### config.mk
export PLATFORM = sky130hd
export DESIGN_NAME = uncompressed_png_stream_encoder_core
export DESIGN_NICKNAME = d
export VERILOG_FILES = /design/src/design/upng_pkg.sv /design/src/design/uncompressed_png_stream_encoder_core.sv
export SDC_FILE = /design/constraint.sdc
export NUM_CORES = 1
export LEC_CHECK = 0
export ABC_AREA = 0
export ABC_CLOCK_PERIOD_IN_PS = 17750
export BUFFER_PORTS_ARGS = -buffer_cell sky130_fd_sc_hd__buf_2
export CORE_ASPECT_RATIO = 1.1
export CORE_MARGIN = 2
export CORE_UTILIZATION = 60
export DETAILED_ROUTE_END_ITERATION = 12
export PLACE_DENSITY = 0.83
export SLEW_MARGIN = 20
export SYNTH_ARGS = -nofsm -noshare
export SYNTH_HDL_FRONTEND = slang
export SYNTH_SLANG_ARGS = --single-unit
### constraint.sdc
create_clock -name clk -period 17.75 [get_ports clk]
set_input_delay 0 -clock clk [delete_from_list [all_inputs] [get_ports clk]]
set_output_delay 0 -clock clk [all_outputs]
set_load 0.01 [all_outputs]
### src/design/upng_pkg.sv
`timescale 1ns / 1ps
// Shared constants, register codes and byte helpers for the PNG stream encoder.
package upng_pkg;

    localparam logic [31:0] CRC_POLY            = 32'hEDB8_8320;
    localparam logic [31:0] CRC_AFTER_IHDR      = 32'h575E_51F5;
    localparam logic [31:0] CRC_AFTER_IDAT_ZHDR = 32'h13E5_812D;
    localparam logic [16:0] ADLER_MOD           = 17'd65521;

    localparam int WIDTH_BITS  = 14;
    localparam int HEIGHT_BITS = 16;
    localparam int CFG_BITS    = 16;
    localparam int INDEX_BITS  = 2;

    // Byte positions inside the header, row header and trailer bursts
    localparam logic [5:0] HDR_SIG_LAST   = 6'd15;
    localparam logic [5:0] HDR_CRC_FIRST  = 6'd16;
    localparam logic [5:0] HDR_CRC_LAST   = 6'd28;
    localparam logic [5:0] HDR_LAST       = 6'd42;
    localparam logic [5:0] ROW_LAST       = 6'd5;
    localparam logic [5:0] TRL_ADLER_LAST = 6'd3;
    localparam logic [5:0] TRL_LAST       = 6'd19;

    typedef enum logic [INDEX_BITS-1:0] {
        CFG_WIDTH  = 2'd0,
        CFG_HEIGHT = 2'd1,
        CFG_ALPHA  = 2'd2
    } cfg_index_t;

    // One byte through the reflected CRC-32 register.
    function automatic logic [31:0] crc_update(input logic [31:0] crc, input logic [7:0] data);
        logic [31:0] c;
        c = crc ^ {24'h00_0000, data};
        for (int i = 0; i < 8; i++)
        begin
            c = (c >> 1) ^ (CRC_POLY & {32{c[0]}});
        end
        return c;
    endfunction

    // PNG signature, then the IHDR length and type.
    function automatic logic [7:0] sig_byte(input logic [3:0] idx);
        logic [7:0] b;
        case (idx)
            4'd0:    b = 8'h89;
            4'd1:    b = 8'h50;
            4'd2:    b = 8'h4E;
            4'd3:    b = 8'h47;
            4'd4:    b = 8'h0D;
            4'd5:    b = 8'h0A;
            4'd6:    b = 8'h1A;
            4'd7:    b = 8'h0A;
            4'd11:   b = 8'h0D;
            4'd12:   b = 8'h49;
            4'd13:   b = 8'h48;
            4'd14:   b = 8'h44;
            4'd15:   b = 8'h52;
            default: b = 8'h00;
        endcase
        return b;
    endfunction

endpackage

### src/design/uncompressed_png_stream_encoder_core.sv
`timescale 1ns / 1ps
// Top level of the uncompressed PNG stream encoder.
//
// Feed raw RGB or RGBA channel bytes, row by row, on the pixel channel; the
// stream channel returns a complete PNG file, one byte per transfer, with
// last set on the final byte caused by each pixel byte. The block emits one PNG
// byte per cycle, while stream_ready allows, through a single output register; a
// pixel byte in the middle of a row yields one byte, the first byte of a row seven
// (six byte stored-block header plus the byte), the first byte of an image fifty
// (file header, IHDR, IDAT head and zlib header, then the row header) and the last
// byte of an image twenty-one (Adler-32, IDAT CRC, IEND). The next pixel byte is
// taken while the last byte of the previous one waits in the output register.
// Write image_width, image_height and has_alpha between images; the IDAT length is
// derived from them through the factor_reg and idat_len_reg registers.
module uncompressed_png_stream_encoder_core
    import upng_pkg::*;
(
    input  logic                  clk,
    input  logic                  rst_n,
    input  logic                  cfg_we,
    input  logic [INDEX_BITS-1:0] cfg_index,
    input  logic [CFG_BITS-1:0]   cfg_data,
    input  logic                  pixel_valid,
    output logic                  pixel_ready,
    input  logic [7:0]            pixel_byte,
    output logic                  stream_valid,
    input  logic                  stream_ready,
    output logic [7:0]            out_byte,
    output logic                  last
);

    typedef enum logic [1:0] {
        SEG_HDR,
        SEG_ROW,
        SEG_DATA,
        SEG_TRL
    } seg_t;

    // configuration
    logic [WIDTH_BITS-1:0]  width_reg, width_next;
    logic [HEIGHT_BITS-1:0] height_reg, height_next;
    logic                   alpha_reg, alpha_next;

    // derived image constants
    logic [WIDTH_BITS-1:0]  w_eff;
    logic [HEIGHT_BITS-1:0] h_eff;
    logic [15:0]            row_bytes;
    logic [15:0]            block_len;
    logic [16:0]            factor_reg, factor_next;
    logic [32:0]            idat_product;
    logic [31:0]            idat_len_reg, idat_len_next;

    // sequencer and handshake
    seg_t        seg_reg, seg_next;
    logic [5:0]  idx_reg, idx_next;
    logic        item_valid_reg, item_valid_next;
    logic [7:0]  item_byte_reg;
    logic        out_valid_reg, out_valid_next;
    logic [7:0]  out_byte_reg;
    logic        out_last_reg;
    logic        advance;
    logic        load;
    logic [7:0]  cur_byte;
    logic        cur_last;

    // stream state
    logic [31:0] crc_reg, crc_next;
    logic [15:0] adler_low_reg, adler_low_next;
    logic [15:0] adler_high_reg, adler_high_next;
    logic [15:0] col_reg, col_next;
    logic [15:0] row_reg, row_next;
    logic        hdr_done_reg, hdr_done_next;

    logic [16:0] col_inc;
    logic [16:0] row_inc;
    logic        row_end;
    logic        image_end;
    logic        final_row;
    logic [16:0] low_sum, low_diff;
    logic [15:0] low_mod;
    logic [16:0] high_sum, high_diff;
    logic [15:0] high_mod;
    logic [16:0] hrow_sum, hrow_diff;
    logic [15:0] hrow_mod;

    always_comb
    begin
        w_eff        = (width_reg == '0) ? WIDTH_BITS'(1) : width_reg;
        h_eff        = (height_reg == '0) ? HEIGHT_BITS'(1) : height_reg;
        row_bytes    = alpha_reg ? {w_eff, 2'b00} : ({2'b00, w_eff} + {1'b0, w_eff, 1'b0});
        block_len    = row_bytes + 16'd1;
        factor_next  = {1'b0, block_len} + 17'd5;
        idat_product = h_eff * factor_reg;
        idat_len_next = idat_product[31:0] + 32'd6;
    end

    // counters and Adler-32 sums
    always_comb
    begin
        col_inc   = {1'b0, col_reg} + 17'd1;
        row_inc   = {1'b0, row_reg} + 17'd1;
        final_row = row_inc >= {1'b0, h_eff};
        row_end   = col_inc >= {1'b0, row_bytes};
        image_end = row_end && final_row;

        low_sum   = {1'b0, adler_low_reg} + {9'h000, item_byte_reg};
        low_diff  = low_sum - ADLER_MOD;
        low_mod   = (low_sum >= ADLER_MOD) ? low_diff[15:0] : low_sum[15:0];
        high_sum  = {1'b0, adler_high_reg} + {1'b0, low_mod};
        high_diff = high_sum - ADLER_MOD;
        high_mod  = (high_sum >= ADLER_MOD) ? high_diff[15:0] : high_sum[15:0];
        hrow_sum  = {1'b0, adler_high_reg} + {1'b0, adler_low_reg};
        hrow_diff = hrow_sum - ADLER_MOD;
        hrow_mod  = (hrow_sum >= ADLER_MOD) ? hrow_diff[15:0] : hrow_sum[15:0];
    end

    // byte at the current sequencer position
    always_comb
    begin
        cur_byte = 8'h00;
        cur_last = 1'b0;
        unique case (seg_reg)
            SEG_HDR:
            begin
                case (idx_reg) inside
                    [6'd0:6'd15]: cur_byte = sig_byte(idx_reg[3:0]);
                    6'd18:        cur_byte = {2'b00, w_eff[13:8]};
                    6'd19:        cur_byte = w_eff[7:0];
                    6'd22:        cur_byte = h_eff[15:8];
                    6'd23:        cur_byte = h_eff[7:0];
                    6'd24:        cur_byte = 8'h08;
                    6'd25:        cur_byte = alpha_reg ? 8'h06 : 8'h02;
                    6'd29:        cur_byte = ~crc_reg[31:24];
                    6'd30:        cur_byte = ~crc_reg[23:16];
                    6'd31:        cur_byte = ~crc_reg[15:8];
                    6'd32:        cur_byte = ~crc_reg[7:0];
                    6'd33:        cur_byte = idat_len_reg[31:24];
                    6'd34:        cur_byte = idat_len_reg[23:16];
                    6'd35:        cur_byte = idat_len_reg[15:8];
                    6'd36:        cur_byte = idat_len_reg[7:0];
                    6'd37:        cur_byte = 8'h49;
                    6'd38:        cur_byte = 8'h44;
                    6'd39:        cur_byte = 8'h41;
                    6'd40:        cur_byte = 8'h54;
                    6'd41:        cur_byte = 8'h78;
                    6'd42:        cur_byte = 8'h01;
                    default:      cur_byte = 8'h00;
                endcase
            end
            SEG_ROW:
            begin
                case (idx_reg)
                    6'd0:    cur_byte = {7'h00, final_row};
                    6'd1:    cur_byte = block_len[7:0];
                    6'd2:    cur_byte = block_len[15:8];
                    6'd3:    cur_byte = ~block_len[7:0];
                    6'd4:    cur_byte = ~block_len[15:8];
                    default: cur_byte = 8'h00;
                endcase
            end
            SEG_DATA:
            begin
                cur_byte = item_byte_reg;
                cur_last = !image_end;
            end
            SEG_TRL:
            begin
                case (idx_reg) inside
                    6'd0:    cur_byte = adler_high_reg[15:8];
                    6'd1:    cur_byte = adler_high_reg[7:0];
                    6'd2:    cur_byte = adler_low_reg[15:8];
                    6'd3:    cur_byte = adler_low_reg[7:0];
                    6'd4:    cur_byte = ~crc_reg[31:24];
                    6'd5:    cur_byte = ~crc_reg[23:16];
                    6'd6:    cur_byte = ~crc_reg[15:8];
                    6'd7:    cur_byte = ~crc_reg[7:0];
                    6'd12:   cur_byte = 8'h49;
                    6'd13:   cur_byte = 8'h45;
                    6'd14:   cur_byte = 8'h4E;
                    6'd15:   cur_byte = 8'h44;
                    6'd16:   cur_byte = 8'hAE;
                    6'd17:   cur_byte = 8'h42;
                    6'd18:   cur_byte = 8'h60;
                    6'd19:   cur_byte = 8'h82;
                    default: cur_byte = 8'h00;
                endcase
                cur_last = (idx_reg == TRL_LAST);
            end
            default:
            begin
                cur_byte = 8'h00;
                cur_last = 1'b0;
            end
        endcase
    end

    assign advance     = item_valid_reg && (!out_valid_reg || stream_ready);
    assign pixel_ready = !item_valid_reg || (advance && cur_last);
    assign load        = pixel_valid && pixel_ready;

    always_comb
    begin
        width_next      = width_reg;
        height_next     = height_reg;
        alpha_next      = alpha_reg;
        seg_next        = seg_reg;
        idx_next        = idx_reg;
        item_valid_next = item_valid_reg;
        out_valid_next  = out_valid_reg;
        crc_next        = crc_reg;
        adler_low_next  = adler_low_reg;
        adler_high_next = adler_high_reg;
        col_next        = col_reg;
        row_next        = row_reg;
        hdr_done_next   = hdr_done_reg;

        if (cfg_we)
        begin
            unique case (cfg_index)
                CFG_WIDTH:  width_next  = cfg_data[WIDTH_BITS-1:0];
                CFG_HEIGHT: height_next = cfg_data[HEIGHT_BITS-1:0];
                CFG_ALPHA:  alpha_next  = cfg_data[0];
                default:    ;
            endcase
        end

        if (advance)
        begin
            out_valid_next = 1'b1;
            idx_next       = idx_reg + 6'd1;
            unique case (seg_reg)
                SEG_HDR:
                begin
                    // the CRC runs only over the IHDR payload; constants cover the rest
                    if (idx_reg == HDR_SIG_LAST)
                    begin
                        crc_next = CRC_AFTER_IHDR;
                    end
                    else if (idx_reg >= HDR_CRC_FIRST && idx_reg <= HDR_CRC_LAST)
                    begin
                        crc_next = crc_update(crc_reg, cur_byte);
                    end
                    if (idx_reg == HDR_LAST)
                    begin
                        crc_next      = CRC_AFTER_IDAT_ZHDR;
                        hdr_done_next = 1'b1;
                        seg_next      = SEG_ROW;
                        idx_next      = '0;
                    end
                end
                SEG_ROW:
                begin
                    crc_next = crc_update(crc_reg, cur_byte);
                    if (idx_reg == ROW_LAST)
                    begin
                        // filter byte enters the Adler sums as a zero
                        adler_high_next = hrow_mod;
                        seg_next        = SEG_DATA;
                        idx_next        = '0;
                    end
                end
                SEG_DATA:
                begin
                    crc_next        = crc_update(crc_reg, cur_byte);
                    adler_low_next  = low_mod;
                    adler_high_next = high_mod;
                    idx_next        = '0;
                    if (row_end)
                    begin
                        col_next = '0;
                        row_next = row_inc[15:0];
                    end
                    else
                    begin
                        col_next = col_inc[15:0];
                    end
                    if (image_end)
                    begin
                        seg_next = SEG_TRL;
                    end
                end
                SEG_TRL:
                begin
                    if (idx_reg <= TRL_ADLER_LAST)
                    begin
                        crc_next = crc_update(crc_reg, cur_byte);
                    end
                    if (idx_reg == TRL_LAST)
                    begin
                        // file done: start the next byte on a fresh file
                        crc_next        = '0;
                        adler_low_next  = 16'd1;
                        adler_high_next = '0;
                        col_next        = '0;
                        row_next        = '0;
                        hdr_done_next   = 1'b0;
                    end
                end
                default: ;
            endcase
            if (cur_last)
            begin
                item_valid_next = 1'b0;
            end
        end
        else if (out_valid_reg && stream_ready)
        begin
            out_valid_next = 1'b0;
        end

        if (load)
        begin
            item_valid_next = 1'b1;
            idx_next        = '0;
            if (!hdr_done_next)
            begin
                seg_next = SEG_HDR;
            end
            else if (col_next == '0)
            begin
                seg_next = SEG_ROW;
            end
            else
            begin
                seg_next = SEG_DATA;
            end
        end
    end

    always_ff @(posedge clk or negedge rst_n)
    begin
        if (!rst_n)
        begin
            width_reg      <= WIDTH_BITS'(1);
            height_reg     <= HEIGHT_BITS'(1);
            alpha_reg      <= 1'b0;
            seg_reg        <= SEG_HDR;
            idx_reg        <= '0;
            item_valid_reg <= 1'b0;
            out_valid_reg  <= 1'b0;
            out_byte_reg   <= 8'h00;
            out_last_reg   <= 1'b0;
            crc_reg        <= '0;
            adler_low_reg  <= 16'd1;
            adler_high_reg <= '0;
            col_reg        <= '0;
            row_reg        <= '0;
            hdr_done_reg   <= 1'b0;
        end
        else
        begin
            width_reg      <= width_next;
            height_reg     <= height_next;
            alpha_reg      <= alpha_next;
            seg_reg        <= seg_next;
            idx_reg        <= idx_next;
            item_valid_reg <= item_valid_next;
            out_valid_reg  <= out_valid_next;
            if (advance)
            begin
                out_byte_reg <= cur_byte;
                out_last_reg <= cur_last;
            end
            crc_reg        <= crc_next;
            adler_low_reg  <= adler_low_next;
            adler_high_reg <= adler_high_next;
            col_reg        <= col_next;
            row_reg        <= row_next;
            hdr_done_reg   <= hdr_done_next;
        end
    end

    // payload and derived constants, no reset
    always_ff @(posedge clk)
    begin
        factor_reg   <= factor_next;
        idat_len_reg <= idat_len_next;
        if (load)
        begin
            item_byte_reg <= pixel_byte;
        end
    end

    assign stream_valid = out_valid_reg;
    assign out_byte     = out_byte_reg;
    assign last         = out_last_reg;

endmodule

-- Word level (Yosys, flattened, before mapping)
Memory sizes are Yosys's and may differ from the RTL's.
Cells that the tools add are included.
- bits of input ports: 31
- memories kept: 1
- output and inout port bits: 11
- ROM bits: 112
- register bits: 204
- eq/ne operators: 46
- bitwise gates (word level): 15
- $mul: 1
- mux-type cells: 86
- reduce and logical (&&, ||, !) cells: 34
- add/sub/neg operators: 13
- $lt $le $gt $ge: 10
- memory list (name ; depth ; bits a word ; read ports ; clocked after memory_dff ; wr ports ; RTL line ; RTL):
    (name not given) ; 16 ; 7 ; 1 ; 0 ; 0 ; upng_pkg.sv:44 ; case (idx)
- operator list (cell ; number):
    8-bit two-way mux ; 36
    31-bit by 32-bit bitwise XOR with 32-bit output ; 8
    16-bit two-way mux ; 12
    32-bit two-way mux ; 5
    16-bit case mux with 2 select lines ; 3
    32-bit case mux with 3 select lines ; 1
    6-bit by 5-bit equality test with 1-bit output (second input constant) ; 11
    6-bit equality test (second input constant) ; 11
    17-bit by 16-bit >= comparator with 1-bit output (second input constant) ; 3
    8-bit NOT ; 6
    16-bit case mux with 3 select lines ; 1
    16-bit subtractor (second input constant) ; 3
    8-bit case mux with 5 select lines ; 1
    16-bit by 1-bit adder with 17-bit output (second input constant) ; 2
    16-bit by 16-bit adder with 17-bit output ; 2
    17-bit by 16-bit >= comparator with 1-bit output ; 2
    32-bit by 3-bit adder with 32-bit output (second input constant) ; 1
    16-bit zero test ; 2
    16-bit by 17-bit multiplier with 32-bit output ; 1
    8-bit case mux with 4 select lines ; 1
    32-bit by 8-bit bitwise XOR with 32-bit output ; 1
    6-bit by 3-bit equality test with 1-bit output (second input constant) ; 4
    6-bit by 4-bit equality test with 1-bit output (second input constant) ; 4
    6-bit two-way mux ; 4
    other kinds (38) ; 80

-- Longest topological paths before layout
Gate-level depths: netlist (run 1).
- depth in word-level cells: 36
- mapped depth: 33

-- Least setup slack after synthesis (run 1)
Ideal clock, no wire load.
- kind: reg2reg
- from: register item_byte_reg[0]
- to: register adler_high_reg[10]
- data arrival time: 7544 ps
- buffers on the path: 1
- slack: 10088 ps
- stages on the path, launching flop included: 33
- data required time: 17632 ps
- path through: edfxtp_1 ha_1 fa_1 a21o_1 a21oi_1 o21bai_1 a21oi_1 o21bai_1 a21oi_1 xnor2_1 o2111a_1 o2111ai_1 or4b_2 and2_1 clkbuf_1 nand2b_1 xnor2_1 ha_1 nor2b_1 o21ai_1 a21boi_1 o21ai_1 a21oi_1 o21ai_1 a21boi_0 or4_1 nand4bb_1 nor4_1 a31oi_1 nor4b_1 xnor2_1 o22ai_1 a21o_1
- cells in the longest elaborated chain, start to end: 7
- elaborated cells between the ends (all ways): 9
- those cells by class: add/sub: 4; order compare: 2; mux: 3
- RTL lines (item ; RTL line ; RTL):
    start, declared ; uncompressed_png_stream_encoder_core.sv:57 ; logic [7:0] item_byte_reg;
    start signal, assigned ; uncompressed_png_stream_encoder_core.sv:380 ; item_byte_reg <= pixel_byte;
    16-bit by 8-bit adder with 17-bit output (*) ; uncompressed_png_stream_encoder_core.sv:106 ; low_sum = {1'b0, adler_low_reg} + {9'h000, item_byte_reg};
    16-bit subtractor / 17-bit by 16-bit >= comparator with 1-bit output (equally long branches) ; uncompressed_png_stream_encoder_core.sv:107, uncompressed_png_stream_encoder_core.sv:108 ;
    16-bit two-way mux (*) ; uncompressed_png_stream_encoder_core.sv:108 ; low_mod = (low_sum >= ADLER_MOD) ? low_diff[15:0] : low_sum[15:0];
    16-bit by 16-bit adder with 17-bit output (*) ; uncompressed_png_stream_encoder_core.sv:109 ; high_sum = {1'b0, adler_high_reg} + {1'b0, low_mod};
    16-bit subtractor / 17-bit by 16-bit >= comparator with 1-bit output (equally long branches) ; uncompressed_png_stream_encoder_core.sv:110, uncompressed_png_stream_encoder_core.sv:111 ;
    16-bit two-way mux (*) ; uncompressed_png_stream_encoder_core.sv:111 ; high_mod = (high_sum >= ADLER_MOD) ? high_diff[15:0] : high_sum[15:0];
    16-bit case mux with 3 select lines (*) ; uncompressed_png_stream_encoder_core.sv:231 ; unique case (seg_reg)
    end signal, assigned ; uncompressed_png_stream_encoder_core.sv:366 ; adler_high_reg <= adler_high_next;
    end, declared ; uncompressed_png_stream_encoder_core.sv:69 ; logic [15:0] adler_high_reg, adler_high_next;
Every way passes the cells marked *; elsewhere a longest branch is shown, timed or not.
A chain may end at the register's enable or synchronous reset.

-- Worst setup path in the final report (run 1)
Ends and elaborated chain as after synthesis.

==> reports/metrics.yaml, run 1 <==
wl_um: 85300
post-route-period-util: 0.508
gp_congestion: 1.04
synthesis.area_sq_um: 26200
end_kind: "flip-flop"
worstPathRequired_ns: 18.22
met3_usage: 0.0771
worst_slew_pin_slew_ns: 1.11
routed_via_density: 6.53
worstSkewPairLatency_ns: 0.58
port_buffers: 41
critPathLaunchType: "flip-flop"
syn-num-nets: 3592
num-nets-final: 3573
via_count: 24300
synthSimpleGateAreaFrac: 0.199
rsz0062_at_grt: "no"
final_area_sq_um: 27900
rows: 80
critPathKind: "flip-flop to flip-flop"
crit_top_cell: "a21oi_1"
status: "finished, final reports clean"
drt_iter0_drc: 2605
avgSynthCellArea_sq_um: 8.34
setup_viol: 0
synthXorXnorAreaFrac: 0.0804
synth-warning-count: 0
fmax_mhz: 111
core_area_sq_um: 43200
cts_buffers: 24
dr.pass1.iters: 6
grt_max_degree: 91
synthAdderAreaFrac: 0.262
min_period_ns: 9.01
grt_use_total: 0.378
hold_path.class: "input pin to async pin"
synth_cell_type_count: 117
met2_usage: 0.624
ff2ff_setup_slack_ns: 8.74
die_area_sq_um: 45300
fin_setup_tns_ns: 0
cts_resized: 0
timing.hold.ws_ns: 0.0818
max_cap_viol_count: 0
clock_path_buffers: 3
postLayoutCoreUtil: 0.646
start_util: 0.606
critical_path.endpoint: "adler_high_reg[10]"
placed_area_sq_um: 26700
r2r-end: "adler_high_reg[10]"
post-synth-top-area-cell: "fa_1"
grt_pass1_wl_um: 135000
drcViolationCount: 0
grt_pass1_vias: 24900
synth_top_family_by_area: "adder cells"
crit_start: "item_byte_reg[0]"
max_slew_margin: 0.256
rr_worst_depth: 31
yosys_most_used_dff: "dfrtp_1"
hold_viol: 0
drt-wirelength-per-cell_um: 23.0
synth-edff-count: 8
synth_common_cells: "nand2_1 (384), inv_1 (344), fa_1 (212)"
ys_seq_elements: 204
clock-sinks: 204
grt_use_met1: 0.459
slowest_delay_ns: 0.72
slowest_stage: "or4b_2"
root_buffer: "clkbuf_16"
slew_violations: 0
drive_gt1_frac: 0.0688
netlist_top_cells_area: "fa_1 (16%), dfrtp_1 (14%), ha_1 (9.9%)"
yosysSeqAreaShare: 0.187
antenna_found_initial: 1
fp.dieW_um: 203
cts_hold_buffers: 39
post_cts_buffers: 0
ioPinCount: 42
die_h_um: 223
r2r-start: "item_byte_reg[0]"
finClkSkew_ns: 0.0215
arrival_ns: 9.48
async_reset_ff_frac: 0.721
dp_hpwl_um: 63700
syn_to_final_growth_pct: 6.62
yosys.area.top_type_share: 0.162
htree_levels: 1
post-synth-top-count-cell: "nand2_1"
synth_compound_area_frac: 0.178
synthMuxAreaShare: 0.0184
gr-total-overflow: 0
path_max_fanout: 10
postRouteAntennaNets: 0
top_usage_layer: "met2"
syn_inst: 3141
cts_tree: "yes"
clk_pin_slew_ns: 0.06
[final cells by class]
class                      count  area (sq um)
inverter                     345          1290
multi-input combinational   2431         19300
clock buffer                  34           731
tap                          574           718
sequential                   204          4900
clock inverter                10          75.1
timing repair buffer         116           872
antenna                        1          2.50
fill                        3595         15300
[worst min path at each step]
stage / from / endpoint / slack (ns)
floorplan: rst_n / adler_high_reg[0] / -0.30
global placement: rst_n / row_reg[0] / 0.13
detailed placement: rst_n / row_reg[0] / 0.15
CTS: pixel_byte[3] / item_byte_reg[3] / 0.12
global route: pixel_byte[2] / item_byte_reg[2] / 0.16
finish: rst_n / row_reg[7] / 0.08
[metal layers]
layer,part of all wire,vias to the layer above
met5,0,-
li1,-,10700
met4,0.061,0
met1,0.37,11700
met2,0.47,1448
met3,0.10,394
[cells by family after synthesis]
logic type               Yosys count
AO/OA/AOI/OAI                    691
multiplexers                      45
AND/OR/NAND/NOR                 1050
flip-flops                       204
buffers and inverters            506
adder cells (fa/ha/maj)          421
XOR/XNOR                         224
[worst max-delay path, delay by kind of cell (launching register included)]
| kind | cells | cell delay (ns) |
|---|---|---|
| AOI/OAI and AO/OA | 17 | 3.74 |
| xor gates and xnor gates | 3 | 0.64 |
| DFF | 1 | 0.40 |
| adders and majority gates | 3 | 0.97 |
| and+or+nand+nor | 8 | 3.17 |
[placed cells by master, fill, tap and decap left out, types with 21 or more instances in the layout]
cell type / n
nor2_1: 171
dfrtp_1: 144
nor2b_1: 24
and2_1: 137
o21ai_0: 161
nor3_1: 62
dfxtp_1: 49
a31oi_1: 27
xor2_1: 60
nand2_1: 384
a21o_1: 28
nand3_1: 85
and3_1: 30
mux2_2: 23
a211oi_1: 22
o21a_1: 25
clkbuf_16: 26
mux2i_1: 21
nor4_1: 24
fa_1: 212
dlygate4sd3_1: 39
inv_1: 344
ha_1: 208
a21oi_1: 156
buf_2: 40
xnor2_1: 149
buf_4: 36
nand4_1: 25
[through the flow]
stage               std cells  setup WS, ns
finish                   3715          8.74
detailed placement       3631          8.90
floorplan                3141         10.09
global placement         3631          9.20
global route             3714          7.89
CTS                      3714          8.86
Power of run 1 is left out: the tool's default activity adds up to more than one toggle a clock period on the data nets, which glitch-free logic cannot reach.
==> run 2, diff against run 1 <==
ABC_AREA = 1   (was 0)
ABC_CLOCK_PERIOD_IN_PS = 7800   (was 17750)
PLACE_DENSITY = 0.86   (was 0.83)
clock period = 7.8 ns   (was 17.75 ns; I/O delays follow)
==> reports/metrics.yaml, run 2 <==
status: "finished, final reports clean"
core_area_sq_um: 43500  # +0.69%
slew_violations: 0  # unchanged
final_common_cell: "nand2_1"
cts_buffers: 25  # +4.2%
dp_slack_ns: 0.461  # -8.44 ns
post-route-period-util: 0.885  # +0.377
num-nets-final: 4305  # +20%
rsz0062_at_grt: "no"
die_area_sq_um: 46000  # +1.3%
htree_levels: 1  # unchanged
slowest_delay_ns: 0.87  # +0.15 ns
dr.pass1.iters: 8  # +2
fmax_mhz: 145  # +31%
critPathKind: "flip-flop to flip-flop"
wl_um: 80100  # -6.2%
critPathLaunchType: "flip-flop"
ys_seq_elements: 204  # unchanged
drive_gt1_frac: 0.0565  # -0.0122
antenna_found_initial: 0  # -1
layout_common_cells: "nand2_1 (1,041), inv_1 (729), nand3_1 (233), fa_1 (212), ha_1 (208)"
syn_inst: 3836  # +22%
setup_viol: 0  # unchanged
max_slew_margin: 0.197  # -0.0597
via_count: 25800  # +6.3%
avgSynthCellArea_sq_um: 6.92  # -17%
dp_hpwl_um: 62600  # -1.6%
hold_viol: 0  # unchanged
port_buffers: 41  # unchanged
cts_tree: "yes"
fin_setup_tns_ns: 0  # unchanged
drt_iter0_drc: 2559  # -1.8%
yosys.area.top_type_share: 0.160  # -0.00218
clock_path_buffers: 3  # unchanged
root_buffer: "clkbuf_16"
netlist_top_cells_area: "fa_1 (16%), nand2_1 (15%), dfrtp_1 (14%)"
post-synth-top-area-cell: "fa_1"
grt_pass1_wl_um: 129000  # -4.2%
r2r-end: "idat_len_reg[31]"
rows: 80  # unchanged
path_max_fanout: 16  # +6
ff2ff_setup_slack_ns: 0.90  # -7.84 ns
slowest_stage: "dfxtp_1"
end_kind: "flip-flop"
finClkSkew_ns: 0.0206  # -0.000902 ns
fp.dieW_um: 205  # +0.67%
min_period_ns: 6.90  # -2.11 ns
yosys_most_used_dff: "dfrtp_1"
clk_pin_slew_ns: 0.06  # about the same
synth_cell_type_count: 68  # -42%
ioPinCount: 42  # unchanged
synth_common_cells: "nand2_1 (1,043), inv_1 (729), nand3_1 (233)"
async_reset_ff_frac: 0.721  # unchanged
post-synth-top-count-cell: "nand2_1"
grt_max_degree: 77  # -15%
arrival_ns: 7.33  # -2.15 ns
drcViolationCount: 0  # unchanged
routed_via_density: 5.80  # -11%
synthesis.area_sq_um: 26600  # +1.4%
synth-edff-count: 8  # unchanged
gp_congestion: 1.05  # +1.8%
rr_worst_depth: 31  # unchanged
timing.hold.ws_ns: 0.0133  # -0.0686 ns
clock-sinks: 204  # unchanged
worst_slew_pin_slew_ns: 1.21  # +0.0962 ns
yosysSeqAreaShare: 0.185  # -0.00251
max_cap_viol_count: 0  # unchanged
syn_to_final_growth_pct: 7.09
synth-warning-count: 0  # unchanged
worstPathRequired_ns: 8.23  # -9.99 ns
start_util: 0.610  # +0.00401
r2r-start: "factor_reg[3]"
post_cts_buffers: 0  # unchanged
postRouteAntennaNets: 0  # unchanged
hold_path.class: "input pin to async pin"
crit_top_cell: "nand2_1"
grt_pass1_vias: 25200  # +1.1%
gr-total-overflow: 0  # unchanged
worstSkewPairLatency_ns: 0.56  # -0.02 ns
grt_use_total: 0.353  # -0.0250
syn-num-nets: 4287  # +19%
die_h_um: 225  # +0.67%
drt-wirelength-per-cell_um: 18.0  # -22%
layout_setup_ws_ns: 0.897  # -7.84 ns
antenna_cells: 0  # -1
-- run 2: cell types whose count changed after synthesis, moves of 24 or more --
cell,delta
and3_1,-27
nor2_1,+32
inv_1,+385
xnor2_1,-124
clkbuf_1,-33
nand2_2,+32
and2_1,-134
nor3_1,-28
xor2_1,+62
nand2_1,+659
nand3_1,+148
nand4_1,+33
nor2b_1,-24
-- run 2: cell type report --
type                    instances  area, sq um
multi-input cells            2766        18400
fillers                      3836        15100
clock buffers                  39          791
repair buffers                109          797
well taps                     574          718
flip-flops and latches        204         4900
clock inverters                 7         42.5
inverters                     748         2810
-- run 2: worst max-delay path: cells and delay by family (launching register included) --
kind                       cells  cell delay, ns
and+or+nand+nor               16            1.70
AOI/OAI and AO/OA              4            0.79
DFF                            1            0.87
buffers and inverters          3            0.15
xor gates and xnor gates       1            0.12
adders and majority gates      7            3.14
-- run 2: cells by family (layout without fill, tap and decap cells) --
group | after synthesis | in the layout | synth area share
compound gates | 517 | 517 | 0.112
xor+xnor | 150 | 150 | 0.0503
fa+ha+maj | 420 | 420 | 0.258
buf+inv | 866 | 903 | 0.124
flops | 204 | 204 | 0.185
simple gates | 1679 | 1679 | 0.271
-- run 2: what timing repair did --
| action | in CTS | in global routing |
|---|---|---|
| hold buffers | 30 | 0 |
| hold endpoints to repair | 116 | 0 |
| resized for setup | 0 | 5 |
| setup endpoints to repair | 0 | 15 |
-- run 2: routing by layer --
| layer | track usage | part of all wire | vias up |
|---|---|---|---|
| met5 | 0 | 0 | - |
| met1 | 0.445 | 0.38 | 12000 |
| met4 | 0.181 | 0.060 | 0 |
| met2 | 0.587 | 0.46 | 1354 |
| met3 | 0.0536 | 0.094 | 321 |
| li1 | - | - | 12100 |
-- run 2: how the worst max path moves through the flow --
stage,from,end,slack [ns]
floorplan,height_reg[6],idat_len_reg[30],1.55
detailed placement,adler_low_reg[0],adler_high_reg[1],0.46
finish,factor_reg[3],idat_len_reg[31],0.90
global route,adler_low_reg[0],adler_high_reg[1],0.13
global placement,adler_low_reg[7],adler_high_reg[1],0.72
CTS,adler_low_reg[0],adler_high_reg[1],0.48
-- run 2: metrics by stage --
stage | utilization | cells | instance area, sq um
floorplan | - | 3836 | 26600
global placement | 0.627 | 4371 | 27300
detailed placement | 0.627 | 4371 | 27300
CTS | 0.653 | 4447 | 28400
global route | 0.653 | 4447 | 28400
finish | 0.653 | 4447 | 28400
Power of run 2 is left out for the same reason.
